File: src/client_admission_filter_core_defines.svh
// Assertion macros for the client admission filter.
// Included by the top level; depends on nothing else.
`ifndef CLIENT_ADMISSION_FILTER_CORE_DEFINES_SVH
`define CLIENT_ADMISSION_FILTER_CORE_DEFINES_SVH

// Same-cycle implication, checked on every rising edge outside reset
`define CAF_ASSERT_NOW(label, clk, rst, ante, cons) \
   label: assert property (@(posedge clk) disable iff (rst) (ante) |-> (cons)) \
      else $error("caf assertion failed");

// Next-cycle implication, checked on every rising edge outside reset
`define CAF_ASSERT_NEXT(label, clk, rst, ante, cons) \
   label: assert property (@(posedge clk) disable iff (rst) (ante) |=> (cons)) \
      else $error("caf assertion failed");

`endif

File: src/caf_pkg.sv
// Shared widths, reset values, register indexes and the cell control struct
// of the client admission filter. Depends on nothing.
`timescale 1ns / 1ps

package caf_pkg;

   localparam int ADDR_W          = 32;
   localparam int PORT_W          = 16;
   localparam int LEN_W           = 12;
   localparam int KEY_W           = ADDR_W + PORT_W;
   localparam int CAP_W           = 7;
   localparam int COUNT_OUT_W     = 7;
   localparam int TOTAL_W         = 64;
   localparam int CSR_IDX_W       = 2;
   localparam int CSR_DATA_W      = 32;
   localparam int TABLE_DEPTH_DEF = 64;

   localparam logic [CAP_W-1:0] CAP_RESET = 7'd64;

   // Configuration register indexes; the spare index writes nothing
   typedef enum logic [CSR_IDX_W-1:0] {
      CSR_CLIENT_CAP  = 2'd0,
      CSR_ECHO_ENABLE = 2'd1,
      CSR_SPARE       = 2'd3
   } csr_index_type;

   // Control broadcast from the sequencer to every cell
   typedef struct packed {
      logic shift;   // take the neighbor's key, cell 0 takes the new key
      logic probe;   // compare the held key against the probe key
   } cell_ctl_type;

endpackage

File: src/caf_cell.sv
// One slot of the admitted-key chain: holds a key, compares it against
// the probe key and hands it to the next slot on insertion. Uses caf_pkg.
`timescale 1ns / 1ps

module caf_cell #(
   parameter int CELL_INDEX = 0,
   parameter int CNT_W      = 7
) (
   input  logic                       clock,
   input  logic                       reset,
   input  caf_pkg::cell_ctl_type      ctl,
   input  logic [CNT_W-1:0]           count,
   input  logic [caf_pkg::KEY_W-1:0]  probe_key,
   input  logic [caf_pkg::KEY_W-1:0]  shift_key,
   output logic [caf_pkg::KEY_W-1:0]  held_key,
   output logic                       hit
);
   import caf_pkg::*;

   localparam logic [CNT_W-1:0] SLOT = CNT_W'(CELL_INDEX);

   logic [KEY_W-1:0] key_ff;
   logic [KEY_W-1:0] key_in;
   logic             hit_ff;
   logic             hit_in;
   logic             occupied;

   // A slot holds a live key only below the current fill count
   assign occupied = SLOT < count;

   // Shift the chain by one slot on insertion
   assign key_in = ctl.shift ? shift_key : key_ff;

   always_ff @(posedge clock) begin
      key_ff <= key_in;
   end

   // Register the match result during the probe cycle
   assign hit_in = ctl.probe ? (occupied && (key_ff == probe_key)) : hit_ff;

   always_ff @(posedge clock) begin
      if (reset) begin
         hit_ff <= 1'b0;
      end else begin
         hit_ff <= hit_in;
      end
   end

   assign held_key = key_ff;
   assign hit      = hit_ff;

endmodule

File: src/client_admission_filter_core.sv
// Client admission filter: a chain of key cells plus the decision,
// counter and register logic. Uses caf_pkg, caf_cell and the defines header.
// A taken transaction moves through the probe and decide states; its result strobe is registered.
// All cells probe the key together, and the block decides in the next cycle.
// busy is high only in the probe cycle; a new transaction may start in the decide cycle.
// Reset (synchronous): clears key count and totals, cap to 64, echo off; no table sweep.
`timescale 1ns / 1ps
`include "client_admission_filter_core_defines.svh"

module client_admission_filter_core #(
   parameter int TABLE_DEPTH = caf_pkg::TABLE_DEPTH_DEF
) (
   input  logic                             clock,
   input  logic                             reset,
   input  logic                             start,
   output logic                             busy,
   input  logic [caf_pkg::ADDR_W-1:0]       req_source_address,
   input  logic [caf_pkg::PORT_W-1:0]       req_source_port,
   input  logic [caf_pkg::LEN_W-1:0]        req_packet_length,
   output logic                             rsp_valid,
   output logic                             rsp_admitted,
   output logic                             rsp_echo_request,
   output logic                             rsp_new_client,
   output logic [caf_pkg::COUNT_OUT_W-1:0]  rsp_client_count,
   output logic [caf_pkg::TOTAL_W-1:0]      rsp_served_packets,
   output logic [caf_pkg::TOTAL_W-1:0]      rsp_served_bytes,
   input  logic                             csr_valid,
   output logic                             csr_ready,
   input  logic [caf_pkg::CSR_IDX_W-1:0]    csr_index,
   input  logic [caf_pkg::CSR_DATA_W-1:0]   csr_data
);
   import caf_pkg::*;

   localparam int CNT_W = $clog2(TABLE_DEPTH + 1);
   localparam int CMP_W = (CNT_W > CAP_W) ? CNT_W : CAP_W;

   typedef enum logic [2:0] {
      ST_IDLE   = 3'b001,
      ST_PROBE  = 3'b010,
      ST_DECIDE = 3'b100
   } state_type;

   state_type                state_ff, state_in;
   logic                     accept;
   logic [KEY_W-1:0]         key_ff, key_in;
   logic [LEN_W-1:0]         len_ff, len_in;
   logic [CNT_W-1:0]         count_ff, count_in;
   logic [TOTAL_W-1:0]       pkt_ff, pkt_in;
   logic [TOTAL_W-1:0]       byte_ff, byte_in;
   logic [CAP_W-1:0]         cap_ff, cap_in;
   logic                     echo_ff, echo_in;
   cell_ctl_type             ctl;
   logic [KEY_W-1:0]         held_key [TABLE_DEPTH];
   logic [TABLE_DEPTH-1:0]   hit_vec;
   logic                     deciding;
   logic                     hit_any;
   logic                     room;
   logic                     insert;
   logic                     ok;
   logic [CMP_W-1:0]         cnt_ext;
   logic [CMP_W-1:0]         cap_ext;
   logic [CMP_W-1:0]         depth_ext;
   logic [CNT_W+COUNT_OUT_W-1:0] count_wide;
   logic                     rsp_valid_ff, rsp_valid_in;
   logic                     rsp_admitted_ff, rsp_echo_ff, rsp_new_ff;
   logic [COUNT_OUT_W-1:0]   rsp_count_ff;
   logic [TOTAL_W-1:0]       rsp_pkt_ff, rsp_byte_ff;

   // Hold off a new transaction only while the cells probe
   assign busy   = (state_ff == ST_PROBE);
   assign accept = start && !busy;

   always_comb begin
      state_in = state_ff;
      case (state_ff)
         ST_IDLE: begin
            if (accept) state_in = ST_PROBE;
         end
         ST_PROBE: begin
            state_in = ST_DECIDE;
         end
         ST_DECIDE: begin
            state_in = accept ? ST_PROBE : ST_IDLE;
         end
         default: begin
            state_in = ST_IDLE;
         end
      endcase
   end

   always_ff @(posedge clock) begin
      if (reset) begin
         state_ff <= ST_IDLE;
      end else begin
         state_ff <= state_in;
      end
   end

   // Capture the transaction key and length
   assign key_in = accept ? {req_source_address, req_source_port} : key_ff;
   assign len_in = accept ? req_packet_length : len_ff;

   always_ff @(posedge clock) begin
      key_ff <= key_in;
      len_ff <= len_in;
   end

   // Key chain: cell 0 takes the new key, each cell feeds the next
   assign ctl.probe = (state_ff == ST_PROBE);
   assign ctl.shift = insert;

   for (genvar i = 0; i < TABLE_DEPTH; i++) begin : g_cell
      if (i == 0) begin : g_head
         caf_cell #(
            .CELL_INDEX(i),
            .CNT_W     (CNT_W)
         ) u_cell (
            .clock    (clock),
            .reset    (reset),
            .ctl      (ctl),
            .count    (count_ff),
            .probe_key(key_ff),
            .shift_key(key_ff),
            .held_key (held_key[i]),
            .hit      (hit_vec[i])
         );
      end else begin : g_body
         caf_cell #(
            .CELL_INDEX(i),
            .CNT_W     (CNT_W)
         ) u_cell (
            .clock    (clock),
            .reset    (reset),
            .ctl      (ctl),
            .count    (count_ff),
            .probe_key(key_ff),
            .shift_key(held_key[i-1]),
            .held_key (held_key[i]),
            .hit      (hit_vec[i])
         );
      end
   end

   // Decide: known key, or room below the effective cap
   assign deciding  = (state_ff == ST_DECIDE);
   assign hit_any   = |hit_vec;
   assign cnt_ext   = CMP_W'(count_ff);
   assign cap_ext   = CMP_W'(cap_ff);
   assign depth_ext = CMP_W'(TABLE_DEPTH);
   assign room      = (cnt_ext < cap_ext) && (cnt_ext < depth_ext);
   assign insert    = deciding && !hit_any && room;
   assign ok        = hit_any || room;

   // Advance count and totals on admission
   always_comb begin
      count_in = count_ff;
      pkt_in   = pkt_ff;
      byte_in  = byte_ff;
      if (insert) begin
         count_in = count_ff + 1'b1;
      end
      if (deciding && ok) begin
         pkt_in  = pkt_ff + 1'b1;
         byte_in = byte_ff + {{(TOTAL_W-LEN_W){1'b0}}, len_ff};
      end
   end

   always_ff @(posedge clock) begin
      if (reset) begin
         count_ff <= '0;
         pkt_ff   <= '0;
         byte_ff  <= '0;
      end else begin
         count_ff <= count_in;
         pkt_ff   <= pkt_in;
         byte_ff  <= byte_in;
      end
   end

   // Configuration writes, always ready
   assign csr_ready = 1'b1;

   always_comb begin
      cap_in  = cap_ff;
      echo_in = echo_ff;
      if (csr_valid) begin
         case (csr_index)
            CSR_CLIENT_CAP: begin
               cap_in = csr_data[CAP_W-1:0];
            end
            CSR_ECHO_ENABLE: begin
               echo_in = csr_data[0];
            end
            default: begin
               cap_in  = cap_ff;
               echo_in = echo_ff;
            end
         endcase
      end
   end

   always_ff @(posedge clock) begin
      if (reset) begin
         cap_ff  <= CAP_RESET;
         echo_ff <= 1'b0;
      end else begin
         cap_ff  <= cap_in;
         echo_ff <= echo_in;
      end
   end

   // Register the result transaction
   assign count_wide   = {{COUNT_OUT_W{1'b0}}, count_in};
   assign rsp_valid_in = deciding;

   always_ff @(posedge clock) begin
      if (reset) begin
         rsp_valid_ff <= 1'b0;
      end else begin
         rsp_valid_ff <= rsp_valid_in;
      end
   end

   always_ff @(posedge clock) begin
      if (deciding) begin
         rsp_admitted_ff <= ok;
         rsp_echo_ff     <= ok && echo_ff;
         rsp_new_ff      <= insert;
         rsp_count_ff    <= count_wide[COUNT_OUT_W-1:0];
         rsp_pkt_ff      <= pkt_in;
         rsp_byte_ff     <= byte_in;
      end
   end

   assign rsp_valid          = rsp_valid_ff;
   assign rsp_admitted       = rsp_admitted_ff;
   assign rsp_echo_request   = rsp_echo_ff;
   assign rsp_new_client     = rsp_new_ff;
   assign rsp_client_count   = rsp_count_ff;
   assign rsp_served_packets = rsp_pkt_ff;
   assign rsp_served_bytes   = rsp_byte_ff;

   // Checks on sequencing and result consistency
   `CAF_ASSERT_NEXT(a_accept_probe, clock, reset, accept, busy)
   `CAF_ASSERT_NOW(a_count_bound, clock, reset, 1'b1, 32'(count_ff) <= TABLE_DEPTH)
   `CAF_ASSERT_NOW(a_new_admitted, clock, reset, rsp_valid && rsp_new_client, rsp_admitted)
   `CAF_ASSERT_NEXT(a_insert_count, clock, reset, insert, count_ff == $past(count_ff) + 1'b1)

endmodule

File: config.mk
export PLATFORM = sky130hd
export DESIGN_NAME = client_admission_filter_core
export DESIGN_NICKNAME = d
export VERILOG_FILES = /design/src/caf_pkg.sv /design/src/caf_cell.sv /design/src/client_admission_filter_core.sv
export VERILOG_INCLUDE_DIRS = /design/src /design/src/src
export SDC_FILE = /design/constraint.sdc
export NUM_CORES = 2
export LEC_CHECK = 0
export ABC_AREA = 1
export BUFFER_PORTS_ARGS = -buffer_cell sky130_fd_sc_hd__buf_4
export CORE_MARGIN = 2
export CORE_UTILIZATION = 31
export CTS_BUF_LIST = sky130_fd_sc_hd__clkbuf_4 sky130_fd_sc_hd__clkbuf_8
export DETAILED_ROUTE_END_ITERATION = 10
export MAX_ROUTING_LAYER = met4
export SETUP_SLACK_MARGIN = 0.1
export SLEW_MARGIN = 30
export SYNTH_ARGS = -nofsm -noshare
export SYNTH_HDL_FRONTEND = slang
export SYNTH_SLANG_ARGS = --single-unit
export TNS_END_PERCENT = 50
File: constraint.sdc
create_clock -name clock -period 553.8 [get_ports clock]
set_input_delay 83.07 -clock clock [delete_from_list [all_inputs] [get_ports clock]]
set_output_delay 83.07 -clock clock [all_outputs]
set_load 0.02 [all_outputs]
==> Yosys cells after proc, flatten, opt, wreduce, memory -nomap -nowiden <==
Cells that the tools add are included.
{ "word_totals": {"regBits": 3481, "input_bits": 98, "word_cells": 364, "out_inout_bits": 141} }
{ "op_classes": {"eq_ne": 69, "n_lt_le_gt_ge": 66, "n_reduce_logical": 77, "mux": 6, "addsub": 3} }
{ "op_table": {"columns": ["cell", "count"], "rows": [
  ["48-bit == test", 64],
  ["6-bit by 7-bit less-than comparator with 1-bit output, first input constant", 32],
  ["64-bit two-way mux", 2],
  ["5-bit by 7-bit less-than comparator with 1-bit output, first input constant", 16],
  ["1-bit logical AND", 70],
  ["64-bit by 1-bit adder with 64-bit output, second input constant", 1],
  ["64-bit by 12-bit adder with 64-bit output", 1],
  ["64-bit OR reduction", 1],
  ["4-bit by 7-bit less-than comparator with 1-bit output, first input constant", 8],
  ["3-bit by 7-bit less-than comparator with 1-bit output, first input constant", 4],
  ["1-bit by 7-bit less-than comparator with 1-bit output, first input constant", 2],
  ["2-bit by 7-bit less-than comparator with 1-bit output, first input constant", 2],
  ["3-bit one-hot mux with 3 select lines", 1],
  ["7-bit by 1-bit adder with 7-bit output, second input constant", 1],
  ["7-bit less-than comparator", 1],
  ["7-bit less-than comparator, second input constant", 1],
  ["7-bit two-way mux", 1],
  ["2-bit AND reduction", 2],
  ["3-bit by 1-bit == test with 1-bit output, second input constant", 1],
  ["3-bit by 2-bit == test with 1-bit output, second input constant", 1],
  ["3-bit == test, second input constant", 1],
  ["3-bit two-way mux", 1],
  ["2-bit by 1-bit == test with 1-bit output, second input constant", 1],
  ["1-bit zero test", 2],
  ["4 further kinds", 4]
]} }

==> Logic depth before layout (Yosys ltp) <==
{ "depth": {"word_depth": 5, "depth_mapped": 15, "mapped_depth_nobuf": 15} }

==> Least setup slack after synthesis <==
OpenSTA, ideal clock, no wires.
{ "synth_path": {"path_type": "register -> register", "from": "register state_ff[2]", "to": "register rsp_new_ff, in the netlist rsp_new_client, data pin", "period_less_slack_ns": 256.169, "setup_time_ns": 41.131, "t_required_ns": 512.669, "arrival_ns": 215.038, "slack_ns": 297.631, "stages_incl_launch_ff": 5, "n_path_buf": 0, "path_cell_list": "dfxtp_1 > inv_1 > nor3_2 > inv_1 > nor3_1"} }
{ "synth_via": {"elab_chain_len": 3} }
{ "synth_lines": {"columns": ["element", "line_no", "rtl"], "rows": [
  ["start: declaration", "client_admission_filter_core.sv:43", "state_type state_ff, state_in;"],
  ["start signal: assignment", "client_admission_filter_core.sv:95", "state_ff <= state_in;"],
  ["3-bit == test", "client_admission_filter_core.sv:145", "assign deciding = (state_ff == ST_DECIDE);"],
  ["via deciding", "client_admission_filter_core.sv:55", "logic deciding;"],
  ["1-bit logical AND (2 in series)", "client_admission_filter_core.sv:151", "assign insert = deciding && !hit_any && room;"],
  ["via insert", "client_admission_filter_core.sv:58", "logic insert;"],
  ["end signal: assignment", "client_admission_filter_core.sv:228", "rsp_new_ff <= insert;"],
  ["end: declaration", "client_admission_filter_core.sv:65", "logic rsp_admitted_ff, rsp_echo_ff, rsp_new_ff;"]
]} }
The timed path passes the listed nets, and every way through them passes these cells.
A chain may end at the register's enable or synchronous reset.

==> Worst setup path in the final report <==
{ "layout_path": {"from": "register state_ff[1]", "to": "output port busy"} }
{ "layout_via": {"elab_chain_len": 1} }
{ "layout_lines": {"columns": ["element", "line_no", "rtl"], "rows": [
  ["3-bit by 2-bit == test with 1-bit output", "client_admission_filter_core.sv:70", "assign busy = (state_ff == ST_PROBE);"],
  ["end: declaration", "client_admission_filter_core.sv:16", "output logic busy,"]
]} }
No other way between the ends.

==> run_results.csv <==
group,metric,value,unit
timing,finalSetupTns,0,ns
die,rows,255,
grt,grt_max_degree,191,
synthesis,synthFlopType,"edfxtp_1",
synthesis,synth.top_cells.by_count,"edfxtp_1 (3270), nand2_1 (2079), xnor2_1 (1628)",
layout,drive_above_1_share,12.0,%
place,place_congestion,0.959,
place,hpwl,368000,µm
layout,finalNonFillerCells,19200,
synthesis,yosysMostFrequentCell,"edfxtp_1",
synthesis,synth_top_family_by_area,"XOR/XNOR gates",
clocking,cts_tree,"yes",
die,die_w,699,µm
synthesis,synth-seq-area-share,68.3,%
routing,dr.pass1.iters,6,
synthesis,synthDominantCellAreaShare,65.5,%
grt,antenna_found_initial,33,
timing,worst_pin_slew,1.17,ns
worst_setup_path,path_common_cell,"buf_4",
worst_setup_path,worstPathCellList,"nand3_4, inv_2, buf_4, buf_4",
worst_setup_path,cp_slowest_cell,"nand3_4",
synthesis,synth-edff-count,3270,
die,core,482000,µm²
synthesis,synthXorXnorAreaFrac,12.4,%
synthesis,synth_area_leaders,"edfxtp_1 (66%), xnor2_1 (9.5%), nand2_1 (5.2%), xor2_1 (2.9%), dfxtp_1 (2.8%)",
die,initial_core_util,31.1,%
timing,period_minus_slack,86.48,ns
clocking,clock-root-buffer,"clkbuf_8",
worst_setup_path,startpoint_type,"register",
pwr,power_leakage,53.1,nW
routing,dr_total_vias,100000,
synthesis,synth_fa_ha_area_share,0.180,%
worst_setup_path,crit_arrival,3.41,ns
worst_setup_path,crit_fanout,22,
layout,multiInputGateArea,43300,µm²
routing,drc,0,
clocking,h-tree-depth,6,
pwr,power.total,0.542,mW
clocking,cts_num_sinks,3481,
hold_path,hold_class,"reg -> reg",
worst_setup_path,cp.required,470.73,ns
die,io_pins,239,
routing,wirelength,554000,µm
routing,initialDrtViolationCount,15800,
routing,via_per_inst,5.22,
die,die_h,699,µm
clocking,post_cts_buffers,0,
routing,wire_per_inst,28.8,µm
worst_setup_path,worstSetupPathType,"reg -> out",
status,outcome,"completed",
timing,slew_headroom,22.3,%
grt,grt_pass1_wl,750000,µm
timing,fmax,11.6,MHz
synthesis,synthesis.nets,12000,
synthesis,synth_top_area_cell,"edfxtp_1",
layout,area_delta_synth_final,13.4,%
routing,ant_nets,0,
pwr,p_per_area,3.19,nW/µm²
grt,grt_usage,22.5,%
place,numPortBuffers,212,
pwr,ir_worst_vdd,2.61,µV
synthesis,syn_inst,11800,
run,cap_viol_max_count,0,
timing,skew,0.107,ns
synthesis,synth.avg_cell_area,12.7,µm²
synthesis,syn_area,150000,µm²
clocking,path_clk_slew,0.07,ns
layout,final_util,35.3,%
timing,period_share,15.6,%
place,dp_cells,18200,
worst_setup_path,slowest_delay,0.53,ns
synthesis,synth.area.mux_share,0,%
layout,final-seq-area,102000,µm²
clocking,numCtsBuffers,559,
clocking,post_cts_resize_count,0,
clocking,cts.path.max_buffers,4,
grt,grt_overflow,0,
synthesis,synth_compound_area_share,4.01,%
clocking,cts_hold_buf,0,
timing,setup_viol,0,
timing,rsz0062_at_grt,"false",
synthesis,ys_warn_count,0,
layout,fin_nets,12500,
timing,drv_slew,0,
layout,nFillCells,47000,
synthesis,ys_types,52,
timing,hold_viol,0,
synthesis,yosys.area_share.simple,12.3,%
worst_setup_path,cp-end-kind,"output pin",
clocking,worst_skew_pair.late_latency,1.28,ns
synthesis,yosys_register_bits,3481,
die,die-area,489000,µm²
synthesis,async_flop_share,0,%
grt,grt_pass1_vias,93200,
[power by group]
part	internal [mW]	switching [mW]	leakage [nW]
logic	0.00844	0.0226	18.6
registers	0.284	0.000519	28.7
clock network	0.117	0.109	5.78
[state kept, by name, summed over array words and instances (netlist names)]
register	cells
rsp_echo_request	1
rsp_client_count	7
rsp_served_packets	64
rsp_new_client	1
g_cell.g_head.u_cell.held_key	48
state_ff	3
cnt_ext	7
g_cell.g_head.u_cell.hit	1
pkt_ff	64
len_ff	12
g_cell.g_body.u_cell.held_key	3024
key_ff	48
rsp_valid	1
g_cell.g_body.u_cell.hit	63
echo_ff	1
byte_ff	64
cap_ext	7
rsp_admitted	1
rsp_served_bytes	64
[worst max-delay path, delay by kind of cell (launching register included)]
kind          cells  cell delay [ns]
simple gates      1             0.53
flops             1             0.44
buf+inv           3             1.17
[cell usage in the layout (no fill, tap or decap), types with 31 or more instances in the layout]
cell type,Yosys,final
o2111ai_1,39,39
or2_2,117,117
nand4_1,481,481
a21oi_1,237,236
clkinv_2,0,53
o22ai_1,213,213
inv_2,34,42
xor2_1,496,496
nand2_1,2079,2079
clkbuf_4,0,187
nand3b_1,31,31
inv_1,407,386
clkinv_1,3,106
clkbuf_8,0,584
o21ai_0,424,424
a211oi_1,32,32
edfxtp_1,3270,3270
nor3_1,230,228
dfxtp_1,211,211
nor4_1,42,42
nand3_1,256,256
buf_4,31,410
xnor2_1,1628,1628
nor2_1,945,944
a22o_1,48,48
[through the flow]
stage          area, µm²  hold slack [ns]  setup slack (ns)
2_1_floorplan     150000            0.421            297.63
3_3_place_gp      159000            0.433            468.65
3_5_place_dp      159000            0.437            468.61
4_1_cts           170000            0.393            467.31
5_1_grt           170000            0.434            467.30
6_report          170000            0.413            467.32
[cell families (layout without fill, tap and decap cells)]
family          Yosys count  count (layout)
buf+inv                 943            1869
compound gates         1047            1047
flops                  3481            3481
simple gates           4227            4227
other cells               1              16
xor+xnor               2124            2124
fa+ha+maj                21              21
[final cells by class]
class	instances	area share [%]
flip-flops and latches	3481	60.2
inverters	445	1.00
clock buffers	770	5.55
well taps	6425	4.73
multi-input cells	7420	25.5
clock inverters	217	0.921
repair buffers	437	2.07
diodes	15	0.0221
[layer usage]
metal / global-route usage, % / vias up / share of wire, % / wire length (µm)
met3: 4.95 / 1321 / 12 / 64200
li1: - / 42600 / - / -
met4: 10.3 / 0 / 5.3 / 29300
met2: 33.1 / 6591 / 44 / 242000
met5: - / - / 0 / 0
met1: 29.6 / 49700 / 39 / 218000
[worst paths after layout]
check,start,endpoint,slack [ns],cells after the start
worst max-delay path,state_ff[1]$_SDFFE_PP0P_,busy,467.32,4
worst min-delay path,g_cell[43].g_body.u_cell.held_key[16]$_DFFE_PN_,g_cell[44].g_body.u_cell.held_key[16]$_DFFE_PN_,0.41,0
worst max register to register,g_cell[1].g_body.u_cell.hit$_SDFFE_PP0P_,g_cell[0].g_head.u_cell.held_key[17]$_DFFE_PN_,545.63,14
worst min register to register,g_cell[43].g_body.u_cell.held_key[16]$_DFFE_PN_,g_cell[44].g_body.u_cell.held_key[16]$_DFFE_PN_,0.41,0
(Power assumes the default switching activity.)
